### src/hw/rtl/ustar_pkg.sv
// ----------------------------------------------------------------------------
// USTAR walker package
// Types, header field offsets and record codes shared by the walker modules.
// ----------------------------------------------------------------------------
package ustar_pkg;

    localparam int OFFSET_BITS_DEFAULT = 32;

    localparam int HDR_IDX_W = 9;
    localparam int SIZE_W    = 32;
    localparam int COUNT_W   = 23;
    localparam int STATUS_W  = 2;

    localparam logic [HDR_IDX_W-1:0] NAME_POS    = 9'd0;
    localparam logic [HDR_IDX_W-1:0] SIZE_FIRST  = 9'd124;
    localparam logic [HDR_IDX_W-1:0] SIZE_END    = 9'd136;
    localparam logic [HDR_IDX_W-1:0] TYPE_POS    = 9'd156;
    localparam logic [HDR_IDX_W-1:0] MAGIC_FIRST = 9'd257;
    localparam logic [HDR_IDX_W-1:0] MAGIC_END   = 9'd262;
    localparam logic [HDR_IDX_W-1:0] HDR_LAST    = 9'd511;

    localparam logic [7:0] CHAR_NUL   = 8'h00;
    localparam logic [7:0] CHAR_ZERO  = 8'h30;
    localparam logic [7:0] CHAR_SEVEN = 8'h37;

    localparam logic [SIZE_W-1:0] BLOCK_ROUND = 32'd511;
    localparam logic [SIZE_W-1:0] BLOCK_MASK  = ~32'd511;

    localparam logic REC_FILE = 1'b0;
    localparam logic REC_END  = 1'b1;

    localparam logic [STATUS_W-1:0] STATUS_OK        = 2'd0;
    localparam logic [STATUS_W-1:0] STATUS_BAD_MAGIC = 2'd1;
    localparam logic [STATUS_W-1:0] STATUS_SHORT     = 2'd2;

    localparam int FIFO_DEPTH = 4;
    localparam int FIFO_PTR_W = $clog2(FIFO_DEPTH);
    localparam int FIFO_CNT_W = $clog2(FIFO_DEPTH + 1);

    typedef struct packed {
        logic [7:0] archive_byte;
        logic       is_final;
    } ustar_in_t;

    typedef struct packed {
        logic                record_kind;
        logic [COUNT_W-1:0]  entry_index;
        logic [31:0]         data_offset;
        logic [SIZE_W-1:0]   file_size;
        logic [STATUS_W-1:0] end_status;
        logic [COUNT_W-1:0]  files_seen;
        logic                last_of_run;
    } ustar_result_t;

    typedef struct packed {
        logic [1:0]    count;
        ustar_result_t first;
        ustar_result_t second;
    } ustar_push_t;

    function automatic logic [7:0] magic_char(input logic [2:0] k);
        logic [7:0] c;
        case (k)
            3'd0:    c = 8'h75;
            3'd1:    c = 8'h73;
            3'd2:    c = 8'h74;
            3'd3:    c = 8'h61;
            3'd4:    c = 8'h72;
            default: c = 8'h00;
        endcase
        return c;
    endfunction

endpackage

### src/hw/rtl/ustar_if.sv
// ----------------------------------------------------------------------------
// USTAR walker channels
// Valid/ready channels for archive bytes and for walker records.
// ----------------------------------------------------------------------------
interface ustar_in_if import ustar_pkg::*; ();
    logic      valid;
    logic      ready;
    ustar_in_t data;

    modport source (output valid, output data, input ready);
    modport sink (input valid, input data, output ready);
endinterface

interface ustar_out_if import ustar_pkg::*; ();
    logic          valid;
    logic          ready;
    ustar_result_t data;

    modport source (output valid, output data, input ready);
    modport sink (input valid, input data, output ready);
endinterface

### src/hw/rtl/ustar_hdr_parser.sv
// ----------------------------------------------------------------------------
// USTAR header parser
// Registers each archive byte, updates the walk state and forms up to two
// records per item for the result queue.
// ----------------------------------------------------------------------------
module ustar_hdr_parser import ustar_pkg::*; #(
    parameter int OFFSET_BITS = OFFSET_BITS_DEFAULT
) (
    input  logic         clk,
    input  logic         rst_n,
    ustar_in_if.sink     byte_in,
    input  logic         room,
    output ustar_push_t  push
);

    logic                   in_valid_reg;
    logic [7:0]             in_byte_reg;
    logic                   in_final_reg;
    logic                   fire;

    logic [OFFSET_BITS-1:0] pos_reg, pos_next;
    logic [HDR_IDX_W-1:0]   hdr_idx_reg, hdr_idx_next;
    logic                   in_header_reg, in_header_next;
    logic [SIZE_W-1:0]      skip_reg, skip_next;
    logic [SIZE_W-1:0]      size_reg, size_next;
    logic                   size_ended_reg, size_ended_next;
    logic [7:0]             type_reg, type_next;
    logic                   name_empty_reg, name_empty_next;
    logic                   magic_ok_reg, magic_ok_next;
    logic                   first_pending_reg, first_pending_next;
    logic                   stopped_reg, stopped_next;
    logic [COUNT_W-1:0]     regular_count_reg, regular_count_next;

    logic [1:0]             n;
    ustar_result_t          rec0, rec1, end_rec;
    logic [STATUS_W-1:0]    status;
    logic [SIZE_W-1:0]      rounded;

    assign fire          = in_valid_reg && room;
    assign byte_in.ready = !in_valid_reg || fire;

    always_ff @(posedge clk or negedge rst_n)
    begin
        if (!rst_n)
        begin
            in_valid_reg <= 1'b0;
        end
        else if (byte_in.ready)
        begin
            in_valid_reg <= byte_in.valid;
        end
    end

    always_ff @(posedge clk)
    begin
        if (byte_in.ready && byte_in.valid)
        begin
            in_byte_reg  <= byte_in.data.archive_byte;
            in_final_reg <= byte_in.data.is_final;
        end
    end

    always_comb
    begin
        pos_next           = pos_reg;
        hdr_idx_next       = hdr_idx_reg;
        in_header_next     = in_header_reg;
        skip_next          = skip_reg;
        size_next          = size_reg;
        size_ended_next    = size_ended_reg;
        type_next          = type_reg;
        name_empty_next    = name_empty_reg;
        magic_ok_next      = magic_ok_reg;
        first_pending_next = first_pending_reg;
        stopped_next       = stopped_reg;
        regular_count_next = regular_count_reg;
        n                  = 2'd0;
        rec0               = '0;
        rec1               = '0;
        end_rec            = '0;
        status             = STATUS_OK;
        rounded            = (size_reg + BLOCK_ROUND) & BLOCK_MASK;

        if (!stopped_reg)
        begin
            if (in_header_reg)
            begin
                if (hdr_idx_reg == NAME_POS)
                begin
                    name_empty_next = (in_byte_reg == CHAR_NUL);
                end
                if (hdr_idx_reg >= SIZE_FIRST && hdr_idx_reg < SIZE_END && !size_ended_reg)
                begin
                    if (in_byte_reg == CHAR_NUL)
                    begin
                        size_ended_next = 1'b1;
                    end
                    else if (in_byte_reg >= CHAR_ZERO && in_byte_reg <= CHAR_SEVEN)
                    begin
                        size_next = {size_reg[SIZE_W-4:0], in_byte_reg[2:0]};
                    end
                end
                if (hdr_idx_reg == TYPE_POS)
                begin
                    type_next = in_byte_reg;
                end
                if (hdr_idx_reg >= MAGIC_FIRST && hdr_idx_reg < MAGIC_END && first_pending_reg
                    && in_byte_reg != magic_char(3'(hdr_idx_reg - MAGIC_FIRST)))
                begin
                    magic_ok_next = 1'b0;
                end
                if (hdr_idx_reg == HDR_LAST)
                begin
                    if (first_pending_reg && !magic_ok_reg)
                    begin
                        stopped_next = 1'b1;
                    end
                    else if (name_empty_reg)
                    begin
                        stopped_next = 1'b1;
                    end
                    else
                    begin
                        if (type_reg == CHAR_ZERO || type_reg == CHAR_NUL)
                        begin
                            rec0.record_kind   = REC_FILE;
                            rec0.entry_index   = regular_count_reg;
                            rec0.data_offset   = 32'(pos_reg + 1'b1);
                            rec0.file_size     = size_reg;
                            n                  = 2'd1;
                            regular_count_next = regular_count_reg + 1'b1;
                        end
                        skip_next      = rounded;
                        in_header_next = (rounded == '0);
                    end
                    first_pending_next = 1'b0;
                    hdr_idx_next       = '0;
                    size_next          = '0;
                    size_ended_next    = 1'b0;
                end
                else
                begin
                    hdr_idx_next = hdr_idx_reg + 1'b1;
                end
            end
            else
            begin
                skip_next = skip_reg - 1'b1;
                if (skip_next == '0)
                begin
                    in_header_next = 1'b1;
                end
            end
        end

        if (in_final_reg)
        begin
            if (first_pending_next)
            begin
                status = STATUS_SHORT;
            end
            else if (!magic_ok_next)
            begin
                status = STATUS_BAD_MAGIC;
            end
            else
            begin
                status = STATUS_OK;
            end
            end_rec.record_kind = REC_END;
            end_rec.end_status  = status;
            end_rec.files_seen  = (status == STATUS_OK) ? regular_count_next : '0;
            if (n == 2'd0)
            begin
                rec0 = end_rec;
            end
            else
            begin
                rec1 = end_rec;
            end
            n = n + 1'b1;

            pos_next           = '0;
            hdr_idx_next       = '0;
            in_header_next     = 1'b1;
            skip_next          = '0;
            size_next          = '0;
            size_ended_next    = 1'b0;
            type_next          = CHAR_NUL;
            name_empty_next    = 1'b0;
            magic_ok_next      = 1'b1;
            first_pending_next = 1'b1;
            stopped_next       = 1'b0;
            regular_count_next = '0;
        end
        else
        begin
            pos_next = pos_reg + 1'b1;
        end

        if (n == 2'd1)
        begin
            rec0.last_of_run = 1'b1;
        end
        else if (n == 2'd2)
        begin
            rec1.last_of_run = 1'b1;
        end

        push.count  = fire ? n : 2'd0;
        push.first  = rec0;
        push.second = rec1;
    end

    always_ff @(posedge clk or negedge rst_n)
    begin
        if (!rst_n)
        begin
            pos_reg           <= '0;
            hdr_idx_reg       <= '0;
            in_header_reg     <= 1'b1;
            skip_reg          <= '0;
            size_reg          <= '0;
            size_ended_reg    <= 1'b0;
            type_reg          <= CHAR_NUL;
            name_empty_reg    <= 1'b0;
            magic_ok_reg      <= 1'b1;
            first_pending_reg <= 1'b1;
            stopped_reg       <= 1'b0;
            regular_count_reg <= '0;
        end
        else if (fire)
        begin
            pos_reg           <= pos_next;
            hdr_idx_reg       <= hdr_idx_next;
            in_header_reg     <= in_header_next;
            skip_reg          <= skip_next;
            size_reg          <= size_next;
            size_ended_reg    <= size_ended_next;
            type_reg          <= type_next;
            name_empty_reg    <= name_empty_next;
            magic_ok_reg      <= magic_ok_next;
            first_pending_reg <= first_pending_next;
            stopped_reg       <= stopped_next;
            regular_count_reg <= regular_count_next;
        end
    end

`ifndef ASSERT_OFF
    a_final_restarts: assert property (@(posedge clk) disable iff (!rst_n)
        fire && in_final_reg |=> pos_reg == '0 && first_pending_reg && !stopped_reg)
        else $error("walk state not restarted after final byte");

    a_stopped_no_file: assert property (@(posedge clk) disable iff (!rst_n)
        stopped_reg && push.count != 2'd0 |-> push.count == 2'd1
        && push.first.record_kind == REC_END)
        else $error("file record pushed while walk is stopped");

    a_no_push_without_room: assert property (@(posedge clk) disable iff (!rst_n)
        !room |-> push.count == 2'd0 && !fire)
        else $error("records pushed without queue room");
`endif

endmodule

### src/hw/rtl/ustar_result_fifo.sv
// ----------------------------------------------------------------------------
// USTAR result queue
// Small queue that takes up to two records per cycle and hands one record
// per cycle to the output channel while the receiver is ready.
// ----------------------------------------------------------------------------
module ustar_result_fifo import ustar_pkg::*; (
    input  logic         clk,
    input  logic         rst_n,
    input  ustar_push_t  push,
    output logic         room,
    ustar_out_if.source  result_out
);

    ustar_result_t         mem_reg [FIFO_DEPTH];
    logic [FIFO_PTR_W-1:0] wr_ptr_reg, rd_ptr_reg;
    logic [FIFO_CNT_W-1:0] count_reg, count_next;
    logic                  pop;

    assign room              = (count_reg <= FIFO_CNT_W'(FIFO_DEPTH - 2));
    assign result_out.valid  = (count_reg != '0);
    assign result_out.data   = mem_reg[rd_ptr_reg];
    assign pop               = result_out.valid && result_out.ready;
    assign count_next        = count_reg + FIFO_CNT_W'(push.count) - FIFO_CNT_W'(pop);

    always_ff @(posedge clk or negedge rst_n)
    begin
        if (!rst_n)
        begin
            wr_ptr_reg <= '0;
            rd_ptr_reg <= '0;
            count_reg  <= '0;
        end
        else
        begin
            wr_ptr_reg <= wr_ptr_reg + FIFO_PTR_W'(push.count);
            rd_ptr_reg <= rd_ptr_reg + FIFO_PTR_W'(pop);
            count_reg  <= count_next;
        end
    end

    always_ff @(posedge clk)
    begin
        if (push.count != 2'd0)
        begin
            mem_reg[wr_ptr_reg] <= push.first;
        end
        if (push.count == 2'd2)
        begin
            mem_reg[wr_ptr_reg + FIFO_PTR_W'(1)] <= push.second;
        end
    end

`ifndef ASSERT_OFF
    a_count_bound: assert property (@(posedge clk) disable iff (!rst_n)
        count_reg <= FIFO_CNT_W'(FIFO_DEPTH))
        else $error("result queue overflow");

    a_pop_only: assert property (@(posedge clk) disable iff (!rst_n)
        pop && push.count == 2'd0 |=> count_reg == $past(count_reg) - 1'b1)
        else $error("queue count not decremented on pop");

    a_pair_order: assert property (@(posedge clk) disable iff (!rst_n)
        push.count == 2'd2 |-> push.first.record_kind == REC_FILE
        && !push.first.last_of_run && push.second.record_kind == REC_END
        && push.second.last_of_run)
        else $error("record pair out of order");
`endif

endmodule

### src/hw/rtl/ustar_archive_entry_walker.sv
// ----------------------------------------------------------------------------
// USTAR archive entry walker
// Walks a USTAR archive byte stream and reports regular file entries.
// ----------------------------------------------------------------------------
// The archive enters on byte_in, one byte per item, with is_final set on
// the last byte. Records leave on result_out: a file record for each
// complete header of a regular file, and an end record on the final byte.
// A final byte that completes a file header gives the file record first
// and the end record next; last_of_run marks the last record of a byte.
// Each byte is taken into an input register and parsed from there; its
// records are written into the result queue, which drives result_out.
// The block takes one byte every cycle while the queue has room; this
// rate is set by the parser, which updates its walk state for each byte.
// Records wait in a four-entry queue. When the receiver stalls the queue
// fills and byte_in.ready falls once fewer than two entries are free,
// so no record is lost. After reset, and after each final byte, the walk
// starts over at offset zero with no files counted.
// ----------------------------------------------------------------------------
module ustar_archive_entry_walker import ustar_pkg::*; #(
    parameter int OFFSET_BITS = OFFSET_BITS_DEFAULT
) (
    input  logic         clk,
    input  logic         rst_n,
    ustar_in_if.sink     byte_in,
    ustar_out_if.source  result_out
);

    ustar_push_t push;
    logic        room;

    ustar_hdr_parser #(
        .OFFSET_BITS (OFFSET_BITS)
    ) u_parser (
        .clk     (clk),
        .rst_n   (rst_n),
        .byte_in (byte_in),
        .room    (room),
        .push    (push)
    );

    ustar_result_fifo u_fifo (
        .clk        (clk),
        .rst_n      (rst_n),
        .push       (push),
        .room       (room),
        .result_out (result_out)
    );

endmodule

### src/flat_wrapper.sv
// flat-port wrapper written by rule: the top's interface ports become plain ports
module ustar_archive_entry_walker_flat import ustar_pkg::*;
#(
    parameter int OFFSET_BITS = OFFSET_BITS_DEFAULT
)
  (clk, rst_n, byte_in_valid, byte_in_data, byte_in_ready, result_out_valid, result_out_data, result_out_ready);
  ustar_in_if byte_in_i ();
  ustar_out_if result_out_i ();
  input  logic clk;
  input  logic rst_n;
  input wire logic [$bits(byte_in_i.valid)-1:0] byte_in_valid;
  input wire logic [$bits(byte_in_i.data)-1:0] byte_in_data;
  output wire logic [$bits(byte_in_i.ready)-1:0] byte_in_ready;
  output wire logic [$bits(result_out_i.valid)-1:0] result_out_valid;
  output wire logic [$bits(result_out_i.data)-1:0] result_out_data;
  input wire logic [$bits(result_out_i.ready)-1:0] result_out_ready;
  assign byte_in_i.valid = byte_in_valid;
  assign byte_in_i.data = byte_in_data;
  assign byte_in_ready = byte_in_i.ready;
  assign result_out_valid = result_out_i.valid;
  assign result_out_data = result_out_i.data;
  assign result_out_i.ready = result_out_ready;
  ustar_archive_entry_walker #(.OFFSET_BITS(OFFSET_BITS)) u_core (.clk(clk), .rst_n(rst_n), .byte_in(byte_in_i), .result_out(result_out_i));
endmodule
### config.mk
export PLATFORM = sky130hd
export DESIGN_NAME = ustar_archive_entry_walker_flat
export DESIGN_NICKNAME = d
export VERILOG_FILES = /design/src/hw/rtl/ustar_pkg.sv /design/src/hw/rtl/ustar_if.sv /design/src/hw/rtl/ustar_hdr_parser.sv /design/src/hw/rtl/ustar_result_fifo.sv /design/src/hw/rtl/ustar_archive_entry_walker.sv /design/src/flat_wrapper.sv
export SDC_FILE = /design/constraint.sdc
export NUM_CORES = 1
export LEC_CHECK = 0
export ABC_AREA = 1
export BUFFER_PORTS_ARGS = -buffer_cell sky130_fd_sc_hd__buf_2
export CORE_MARGIN = 4
export CORE_UTILIZATION = 30
export CTS_BUF_LIST = sky130_fd_sc_hd__clkbuf_16
export DETAILED_ROUTE_END_ITERATION = 7
export GPL_ROUTABILITY_DRIVEN = 0
export SETUP_SLACK_MARGIN = 0.02
export SYNTH_ARGS = -nofsm -noshare
export SYNTH_HDL_FRONTEND = slang
export SYNTH_SLANG_ARGS = --single-unit
### constraint.sdc
create_clock -name clk -period 5.5 [get_ports clk]
set_input_delay 0.825 -clock clk [delete_from_list [all_inputs] [get_ports clk]]
set_output_delay 0.825 -clock clk [all_outputs]
set_load 0.01 [all_outputs]
==> metrics.txt, run 1 <==
# TYPE chip_impl_metric gauge
chip_impl_metric{name="route.detailed.drc",unit=""} 0
chip_impl_metric{name="via_count",unit=""} 26300
chip_impl_metric{name="grt_start_max_net_pins",unit=""} 90
chip_impl_metric{name="grt_pass1_wl",unit="µm"} 146000
chip_impl_metric{name="max_clock_freq",unit="MHz"} 223
chip_impl_metric{name="synth_async_sr_flop_share",unit=""} 0.244
chip_impl_metric{name="standard_cell_rows",unit=""} 114
chip_impl_metric{name="wl_per_cell",unit="µm"} 18.2
chip_impl_metric{name="drt_first_pass_iters",unit=""} 6
chip_impl_metric{name="vias_per_cell",unit=""} 5.13
chip_impl_metric{name="synth.top_cell.area_share",unit=""} 0.239
chip_impl_metric{name="tcrit_tclk_final",unit=""} 0.816
chip_impl_info{name="cell_with_the_most_instances_after_synthesis",value="sky130_fd_sc_hd__nand2_1"} 1
chip_impl_metric{name="timing.final.setup_violations",unit=""} 0
chip_impl_metric{name="path_max_fanout",unit=""} 56
chip_impl_metric{name="timing_hold_violations_final",unit=""} 0
chip_impl_metric{name="syn_area",unit="µm²"} 29100
chip_impl_metric{name="synthesis.area_per_instance",unit="µm²"} 7.71
chip_impl_metric{name="fp.dieArea",unit="µm²"} 102000
chip_impl_info{name="ys_top_cells_by_count",value="sky130_fd_sc_hd__nand2_1, sky130_fd_sc_hd__o21ai_0, sky130_fd_sc_hd__nor2_1, sky130_fd_sc_hd__dfxtp_1, sky130_fd_sc_hd__nand3_1"} 1
chip_impl_info{name="run_status",value="complete, no violations"} 1
chip_impl_metric{name="max-vdd-ir-drop",unit="mV"} 0.359
chip_impl_metric{name="yosys_warnings",unit=""} 0
chip_impl_metric{name="synthesis.instances",unit=""} 3779
chip_impl_metric{name="worstPathRequired",unit="ns"} 6.04
chip_impl_metric{name="max_cap_viol_count",unit=""} 0
chip_impl_metric{name="detailed_place_hpwl",unit="µm"} 59100
chip_impl_metric{name="final_layout_size_suffix_gt1_frac",unit=""} 0.0940
chip_impl_metric{name="drt_first_iter_violations",unit=""} 2097
chip_impl_metric{name="clock_tree.buffer_depth",unit=""} 3
chip_impl_metric{name="synth_seq_area_share",unit=""} 0.488
chip_impl_metric{name="finish.net_count",unit=""} 3829
chip_impl_metric{name="grt_antenna_before_repair",unit=""} 1
chip_impl_metric{name="boundaryPins",unit=""} 129
chip_impl_info{name="synth_flop_cell",value="sky130_fd_sc_hd__dfxtp_1"} 1
chip_impl_metric{name="timing_max_transition_violations_final",unit=""} 0
chip_impl_metric{name="cts-htree-levels",unit=""} 3
chip_impl_metric{name="floorplan.die.height",unit="µm"} 320
chip_impl_metric{name="final_cell_area",unit="µm²"} 32900
chip_impl_metric{name="syn_to_final_growth",unit="%"} 12.8
chip_impl_metric{name="period_needed",unit="ns"} 4.49
chip_impl_metric{name="leakagePower",unit="nW"} 12.8
chip_impl_metric{name="fp.coreArea",unit="µm²"} 96600
chip_impl_metric{name="postCtsResizedCells",unit=""} 0
chip_impl_metric{name="grt_overflow_total",unit=""} 0
chip_impl_metric{name="cts_post_setup_buffers_inserted",unit=""} 0
chip_impl_info{name="grt_setup_unrepaired",value="false"} 1
chip_impl_metric{name="slew_headroom",unit=""} 0.192
chip_impl_metric{name="tritoncts.num_buffers",unit=""} 69
chip_impl_metric{name="max_slew.worst_pin.slew",unit="ns"} 1.20
chip_impl_info{name="library_cell_with_the_largest_summed_area_after_synthesis",value="sky130_fd_sc_hd__dfxtp_1"} 1
chip_impl_info{name="yosys-top-cells-area",value="sky130_fd_sc_hd__dfxtp_1, sky130_fd_sc_hd__dfrtp_1, sky130_fd_sc_hd__edfxtp_1"} 1
chip_impl_metric{name="initial_utilization",unit=""} 0.302
chip_impl_metric{name="drt.antenna.violating_nets",unit=""} 0
chip_impl_metric{name="ys_seq_elements",unit=""} 615
chip_impl_info{name="tritoncts",value="yes"} 1
chip_impl_metric{name="antenna-diode-count",unit=""} 0
chip_impl_metric{name="synth-edff-count",unit=""} 117
chip_impl_metric{name="finalPower",unit="mW"} 15.6
chip_impl_info{name="worst_hold_path_type",value="input pin to asynchronous set/reset pin"} 1
chip_impl_metric{name="place_worst_setup_slack",unit="ns"} 1.02
chip_impl_info{name="clockRootBuffer",value="sky130_fd_sc_hd__clkbuf_16"} 1
chip_impl_metric{name="yosysUniqueCellTypes",unit=""} 49
chip_impl_metric{name="postSynthNetCount",unit=""} 3814
chip_impl_metric{name="power_density",unit="nW/µm²"} 476
chip_impl_info{name="setup.worst_path.start_class",value="flop"} 1
chip_impl_metric{name="fp.dieW",unit="µm"} 320
chip_impl_metric{name="grt_pass1_vias",unit=""} 24900
chip_impl_metric{name="finalSetupTns",unit="ns"} 0
chip_impl_metric{name="totalWireLength",unit="µm"} 93300
chip_impl_metric{name="tot_gr_track_use",unit=""} 0.177
chip_impl_info{name="path_class",value="flop to flop"} 1
chip_impl_metric{name="critPathArrivalTime",unit="ns"} 5.03
chip_impl_metric{name="io_buffer_count",unit=""} 128
chip_impl_info{name="crit_path_end_kind",value="flop"} 1
chip_impl_metric{name="largest_register_ff_count",unit=""} 456
chip_impl_metric{name="clkLatencyLatePin",unit="ns"} 0.63
chip_impl_metric{name="final.setup.worst_slack",unit="ns"} 1.01
chip_impl_metric{name="clk_transition_reported_paths",unit="ns"} 0.06
chip_impl_metric{name="placed_area",unit="µm²"} 30700
chip_impl_metric{name="timing.clock.skew",unit="ns"} 0.0456
chip_impl_metric{name="ctsHoldBuffers",unit=""} 0
chip_impl_metric{name="cts_num_sinks",unit=""} 615
layout by cell type, fill, tap and decap left out, types with 7 or more instances in the layout:
master / instances
sky130_fd_sc_hd__nand3b_1: 7
sky130_fd_sc_hd__nand3_1: 299
sky130_fd_sc_hd__nor2_4: 10
sky130_fd_sc_hd__dfrtp_1: 145
sky130_fd_sc_hd__inv_1: 223
sky130_fd_sc_hd__o21ai_0: 599
sky130_fd_sc_hd__xor2_1: 44
sky130_fd_sc_hd__nor2_2: 19
sky130_fd_sc_hd__or2_2: 13
sky130_fd_sc_hd__clkbuf_16: 70
sky130_fd_sc_hd__a21oi_1: 23
sky130_fd_sc_hd__inv_2: 13
sky130_fd_sc_hd__nand2_2: 8
sky130_fd_sc_hd__clkinv_2: 22
sky130_fd_sc_hd__a22o_1: 17
sky130_fd_sc_hd__dfxtp_1: 348
sky130_fd_sc_hd__ha_1: 21
sky130_fd_sc_hd__nor2_1: 443
sky130_fd_sc_hd__o21ai_1: 45
sky130_fd_sc_hd__clkinv_1: 15
sky130_fd_sc_hd__o22ai_1: 184
sky130_fd_sc_hd__nand2_1: 863
sky130_fd_sc_hd__edfxtp_1: 117
sky130_fd_sc_hd__nand4_1: 34
sky130_fd_sc_hd__nor4_1: 10
sky130_fd_sc_hd__buf_4: 40
sky130_fd_sc_hd__buf_2: 127
sky130_fd_sc_hd__nor3_1: 29
layout make-up:
class | instances | area, µm²
Clock inverter | 58 | 433
Sequential cell | 615 | 14200
Timing Repair Buffer | 171 | 1010
Multi-Input combinational cell | 2706 | 12900
Clock buffer | 70 | 1750
Fill cell | 10200 | 63700
Inverter | 231 | 888
Tap cell | 1276 | 1600
stage by stage:
stage / hold WS (ns) / utilization / instances
after floorplan: 0.421 / - / 3779
after global placement: 0.433 / 0.318 / 4999
after detailed placement: 0.434 / 0.318 / 4999
after CTS: 0.261 / 0.340 / 5127
after global routing: 0.298 / 0.340 / 5127
final: 0.246 / 0.340 / 5127
report_power, final:
group          internal [mW]  switching, mW
Clock                   2.46           1.99
Sequential              4.95          0.385
Combinational           1.64           4.21
Total                   9.04           6.59
layer usage:
| layer | part of all wire | global-route usage |
|---|---|---|
| met5 | 0 | 0 |
| met1 | 0.44 | 0.236 |
| met2 | 0.47 | 0.290 |
| met3 | 0.066 | 0.0304 |
| met4 | 0.027 | 0.0585 |
path summary, 6_finish.rpt:
path	slack, ns	endpoint	start	cells after the start
max	1.01	u_core.u_fifo.mem_reg[0][53]	u_core.u_parser.hdr_idx_reg[2]	20
min reg2reg	0.45	u_core.u_fifo.mem_reg[1][80]	u_core.u_fifo.mem_reg[1][80]	2
min	0.25	u_core.u_parser.skip_reg[18]	rst_n	1
min in group clk	0.41	u_core.u_parser.in_final_reg	byte_in_data[0]	1
max reg2reg	1.01	u_core.u_fifo.mem_reg[0][53]	u_core.u_parser.hdr_idx_reg[2]	20
max in group asynchronous	4.09	u_core.u_fifo.rd_ptr_reg[0]	rst_n	2
critical path, stage by stage (launching register included):
cell                       delay [ns]
sky130_fd_sc_hd__dfrtp_1         0.46
sky130_fd_sc_hd__nand2_1         0.10
sky130_fd_sc_hd__nor2_1          0.13
sky130_fd_sc_hd__nand2_1         0.09
sky130_fd_sc_hd__nor3_1          0.16
sky130_fd_sc_hd__ha_1            0.22
sky130_fd_sc_hd__inv_1           0.14
sky130_fd_sc_hd__nor3_2          0.22
sky130_fd_sc_hd__nand2_1         0.16
sky130_fd_sc_hd__inv_2           0.15
sky130_fd_sc_hd__nand2_4         0.23
sky130_fd_sc_hd__ha_1            0.59
sky130_fd_sc_hd__nor2_8          0.09
sky130_fd_sc_hd__nor2_4          0.15
sky130_fd_sc_hd__inv_2           0.08
sky130_fd_sc_hd__nand2_4         0.17
sky130_fd_sc_hd__nand2_2         0.25
sky130_fd_sc_hd__clkinv_2        0.10
sky130_fd_sc_hd__buf_4           0.58
sky130_fd_sc_hd__nand2_1         0.10
sky130_fd_sc_hd__o21ai_1         0.10
cells by family (layout without fill, tap and decap cells):
group / after synthesis / after routing / share of synthesized area
simple gates: 1749 / 1749 / 0.254
compound gates: 886 / 886 / 0.165
flops: 615 / 615 / 0.488
buf+inv: 458 / 530 / 0.0683
xor+xnor: 49 / 49 / 0.0147
fa+ha+maj: 22 / 22 / 0.00970
No activity file was read; power rests on OpenSTA's default activity.
==> run 2: changes to the inputs <==
==> constraint.sdc (replaced) <==
create_clock -name clk -period 3.9 [get_ports clk]
set_input_delay 0.585 -clock clk [delete_from_list [all_inputs] [get_ports clk]]
set_output_delay 0.585 -clock clk [all_outputs]
set_load 0.01 [all_outputs]
==> run 2 against run 1 <==
Against the previous run: die area did not move; critical path depth is 2 higher; global-route usage barely moved; core utilization increased by 0.52 points; register-to-register slack got worse by 0.73 ns; sequential power is 40% higher; fmax increased by 24%; critical endpoint is now u_core.u_fifo.mem_reg[0][78]; largest cell class unchanged; largest power group unchanged.
==> metrics.txt, run 2 (synthesis gave the netlist of run 1 again) <==
# TYPE chip_impl_metric gauge
chip_impl_metric{name="reg2reg_slack",unit="ns"} 0.29
chip_impl_info{name="crit_path_end_kind",value="flop"} 1
chip_impl_info{name="run_status",value="complete, no violations"} 1
chip_impl_metric{name="ff2ff_path_depth",unit=""} 22
chip_impl_metric{name="cts-htree-levels",unit=""} 3
chip_impl_metric{name="worstPathRequired",unit="ns"} 4.40
chip_impl_metric{name="antenna-diode-count",unit=""} 0
chip_impl_metric{name="standard_cell_rows",unit=""} 114
chip_impl_metric{name="grt_pass1_vias",unit=""} 25000
chip_impl_metric{name="cts_num_sinks",unit=""} 615
chip_impl_metric{name="initial_utilization",unit=""} 0.302
chip_impl_metric{name="switching_share",unit=""} 0.410
chip_impl_info{name="tritoncts",value="yes"} 1
chip_impl_info{name="mostFrequentLayoutCells",value="sky130_fd_sc_hd__nand2_1, sky130_fd_sc_hd__o21ai_0, sky130_fd_sc_hd__nor2_1"} 1
chip_impl_metric{name="clkLatencyLatePin",unit="ns"} 0.63
chip_impl_metric{name="final.fill_count",unit=""} 10100
chip_impl_metric{name="vias_per_cell",unit=""} 5.15
chip_impl_metric{name="detailed_place_hpwl",unit="µm"} 59300
chip_impl_metric{name="final_layout_size_suffix_gt1_frac",unit=""} 0.101
chip_impl_metric{name="power_density",unit="nW/µm²"} 678
chip_impl_metric{name="period_needed",unit="ns"} 3.61
chip_impl_metric{name="totalWireLength",unit="µm"} 93000
chip_impl_metric{name="finalCoreUtilization",unit=""} 0.346
chip_impl_metric{name="drt_first_pass_iters",unit=""} 5
chip_impl_metric{name="grt_pass1_wl",unit="µm"} 146000
chip_impl_metric{name="switching_power",unit="mW"} 9.27
chip_impl_metric{name="floorplan.die.height",unit="µm"} 320
chip_impl_info{name="crit-reg2reg-launch",value="u_core.u_parser.hdr_idx_reg[1]"} 1
chip_impl_info{name="final_common_cell",value="sky130_fd_sc_hd__nand2_1"} 1
chip_impl_metric{name="finalPower",unit="mW"} 22.6
chip_impl_metric{name="fp.dieArea",unit="µm²"} 102000
chip_impl_info{name="crit-reg2reg-capture",value="u_core.u_fifo.mem_reg[0][78]"} 1
chip_impl_metric{name="tritoncts.num_buffers",unit=""} 68
chip_impl_metric{name="grt_overflow_total",unit=""} 0
chip_impl_metric{name="clock_tree.buffer_depth",unit=""} 3
chip_impl_metric{name="drt.antenna.violating_nets",unit=""} 0
chip_impl_info{name="grt_setup_unrepaired",value="false"} 1
chip_impl_metric{name="wl_per_cell",unit="µm"} 18.0
chip_impl_metric{name="boundaryPins",unit=""} 129
chip_impl_metric{name="power_frac_seq",unit=""} 0.329
chip_impl_info{name="clockRootBuffer",value="sky130_fd_sc_hd__clkbuf_16"} 1
chip_impl_metric{name="placed_cells_incl_taps",unit=""} 5026
chip_impl_metric{name="drt_first_iter_violations",unit=""} 2348
chip_impl_metric{name="tot_gr_track_use",unit=""} 0.177
chip_impl_metric{name="max_clock_freq",unit="MHz"} 277
chip_impl_metric{name="cell_internal_pwr",unit="mW"} 13.3
chip_impl_metric{name="io_buffer_count",unit=""} 128
chip_impl_metric{name="tcrit_tclk_final",unit=""} 0.926
chip_impl_metric{name="timing.final.setup_violations",unit=""} 0
chip_impl_metric{name="clk_transition_reported_paths",unit="ns"} 0.06
chip_impl_metric{name="combPwrFrac",unit=""} 0.380
chip_impl_info{name="setup.worst_path.start_class",value="flop"} 1
chip_impl_metric{name="grt_start_max_net_pins",unit=""} 93
chip_impl_metric{name="placed_area",unit="µm²"} 31000
chip_impl_metric{name="finalSetupTns",unit="ns"} 0
chip_impl_metric{name="syn_to_final_growth",unit="%"} 14.5
chip_impl_metric{name="max_cap_viol_count",unit=""} 0
chip_impl_metric{name="grt_antenna_before_repair",unit=""} 4
chip_impl_metric{name="fp.coreArea",unit="µm²"} 96600
chip_impl_metric{name="layoutNonFillerInstCount",unit=""} 5152
chip_impl_metric{name="max-vdd-ir-drop",unit="mV"} 0.527
chip_impl_metric{name="route.detailed.drc",unit=""} 0
chip_impl_metric{name="slew_headroom",unit=""} 0.328
chip_impl_metric{name="path_max_fanout",unit=""} 61
chip_impl_metric{name="power.clock.fraction",unit=""} 0.291
chip_impl_metric{name="place_worst_setup_slack",unit="ns"} 0.0740
chip_impl_metric{name="hold_ws",unit="ns"} 0.148
chip_impl_metric{name="fp.dieW",unit="µm"} 320
chip_impl_metric{name="timing.clock.skew",unit="ns"} 0.0405
chip_impl_metric{name="max_slew.worst_pin.slew",unit="ns"} 1.01
chip_impl_metric{name="leakagePower",unit="nW"} 13.1
chip_impl_metric{name="finish.net_count",unit=""} 3857
chip_impl_info{name="path_class",value="flop to flop"} 1
chip_impl_metric{name="largest_register_ff_count",unit=""} 456
chip_impl_metric{name="timing_max_transition_violations_final",unit=""} 0
chip_impl_info{name="worst_hold_path_type",value="input pin to flop"} 1
chip_impl_metric{name="via_count",unit=""} 26500
chip_impl_metric{name="final_cell_area",unit="µm²"} 33400
chip_impl_metric{name="final.setup.worst_slack",unit="ns"} 0.288
chip_impl_metric{name="critPathArrivalTime",unit="ns"} 4.11
chip_impl_metric{name="timing_hold_violations_final",unit=""} 0
chip_impl_info{name="setup.worst_path.end",value="u_core.u_fifo.mem_reg[0][78]"} 1
chip_impl_info{name="crit_start",value="u_core.u_parser.hdr_idx_reg[1]"} 1
==> run 2: cell count changes in the layout (fill, tap and decap cells not counted), moves of 4 or more <==
cell | previous run | this run
sky130_fd_sc_hd__clkinv_2 | 22 | 16
sky130_fd_sc_hd__bufinv_16 | 2 | 8
sky130_fd_sc_hd__buf_12 | 3 | 16
sky130_fd_sc_hd__clkinv_1 | 15 | 11
sky130_fd_sc_hd__buf_4 | 40 | 53
==> run 2: layout make-up <==
cell class / instances / area (µm²) / area share
sequential: 615 / 14200 / 0.427
timing repair buffer: 200 / 1410 / 0.0424
tap: 1276 / 1600 / 0.0478
multi-input combinational: 2706 / 13000 / 0.388
inverter: 231 / 895 / 0.0268
clock buffer: 72 / 1800 / 0.0540
clock inverter: 52 / 465 / 0.0139
==> run 2: how the worst min path moves through the flow <==
stage                                            start                        endpoint  slack (ns)  depth (start not counted)
after floorplan                                  rst_n      u_core.u_fifo.count_reg[0]        0.29                          0
after global placement    u_core.u_fifo.mem_reg[1][90]    u_core.u_fifo.mem_reg[1][90]        0.43                          2
after detailed placement  u_core.u_fifo.mem_reg[2][81]    u_core.u_fifo.mem_reg[2][81]        0.44                          2
after CTS                              byte_in_data[5]  u_core.u_parser.in_byte_reg[4]        0.11                          1
after global routing                   byte_in_data[3]  u_core.u_parser.in_byte_reg[2]        0.13                          1
final                                  byte_in_data[5]  u_core.u_parser.in_byte_reg[4]        0.15                          1
==> run 2: power by group through the flow <==
| stage | clock network (mW) | registers (mW) | logic (mW) |
|---|---|---|---|
| floorplan | 0 | 7.32 | 5.41 |
| global placement | 0 | 7.56 | 8.60 |
| detailed placement | 0 | 7.57 | 8.63 |
| CTS | 6.71 | 7.44 | 8.66 |
| global route | 6.96 | 7.50 | 9.48 |
| finish | 6.58 | 7.44 | 8.59 |
==> run 2: what timing repair did <==
item	in CTS	in global routing
setup endpoints to repair	0	222
hold buffers	1	0
setup buffers	0	1
hold endpoints to repair	48	0
gates resized for setup	0	12
==> run 2: routing by layer <==
metal	up-vias	part of all wire	GRT usage
li1	12800	-	-
met1	12700	0.45	0.241
met2	887	0.46	0.291
met3	114	0.067	0.0273
met4	4	0.022	0.0489
met5	-	0.00016	0
==> run 2: worst max-delay path: stages, from the launching register on <==
cell and delay (ns):
sky130_fd_sc_hd__dfrtp_1 0.42, sky130_fd_sc_hd__ha_1 0.17, sky130_fd_sc_hd__inv_1 0.05, sky130_fd_sc_hd__nor3_1 0.21, sky130_fd_sc_hd__ha_2 0.25, sky130_fd_sc_hd__inv_1 0.13
sky130_fd_sc_hd__nor3_2 0.21, sky130_fd_sc_hd__nand2_1 0.17, sky130_fd_sc_hd__inv_4 0.14, sky130_fd_sc_hd__nand2_4 0.08, sky130_fd_sc_hd__inv_4 0.12, sky130_fd_sc_hd__ha_1 0.14
sky130_fd_sc_hd__inv_1 0.08, sky130_fd_sc_hd__nor2_8 0.15, sky130_fd_sc_hd__inv_2 0.08, sky130_fd_sc_hd__nor2_4 0.12, sky130_fd_sc_hd__inv_2 0.06, sky130_fd_sc_hd__nor2_4 0.11
sky130_fd_sc_hd__inv_2 0.06, sky130_fd_sc_hd__nand2_2 0.10, sky130_fd_sc_hd__clkinv_2 0.10, sky130_fd_sc_hd__buf_12 0.20, sky130_fd_sc_hd__a22o_1 0.28
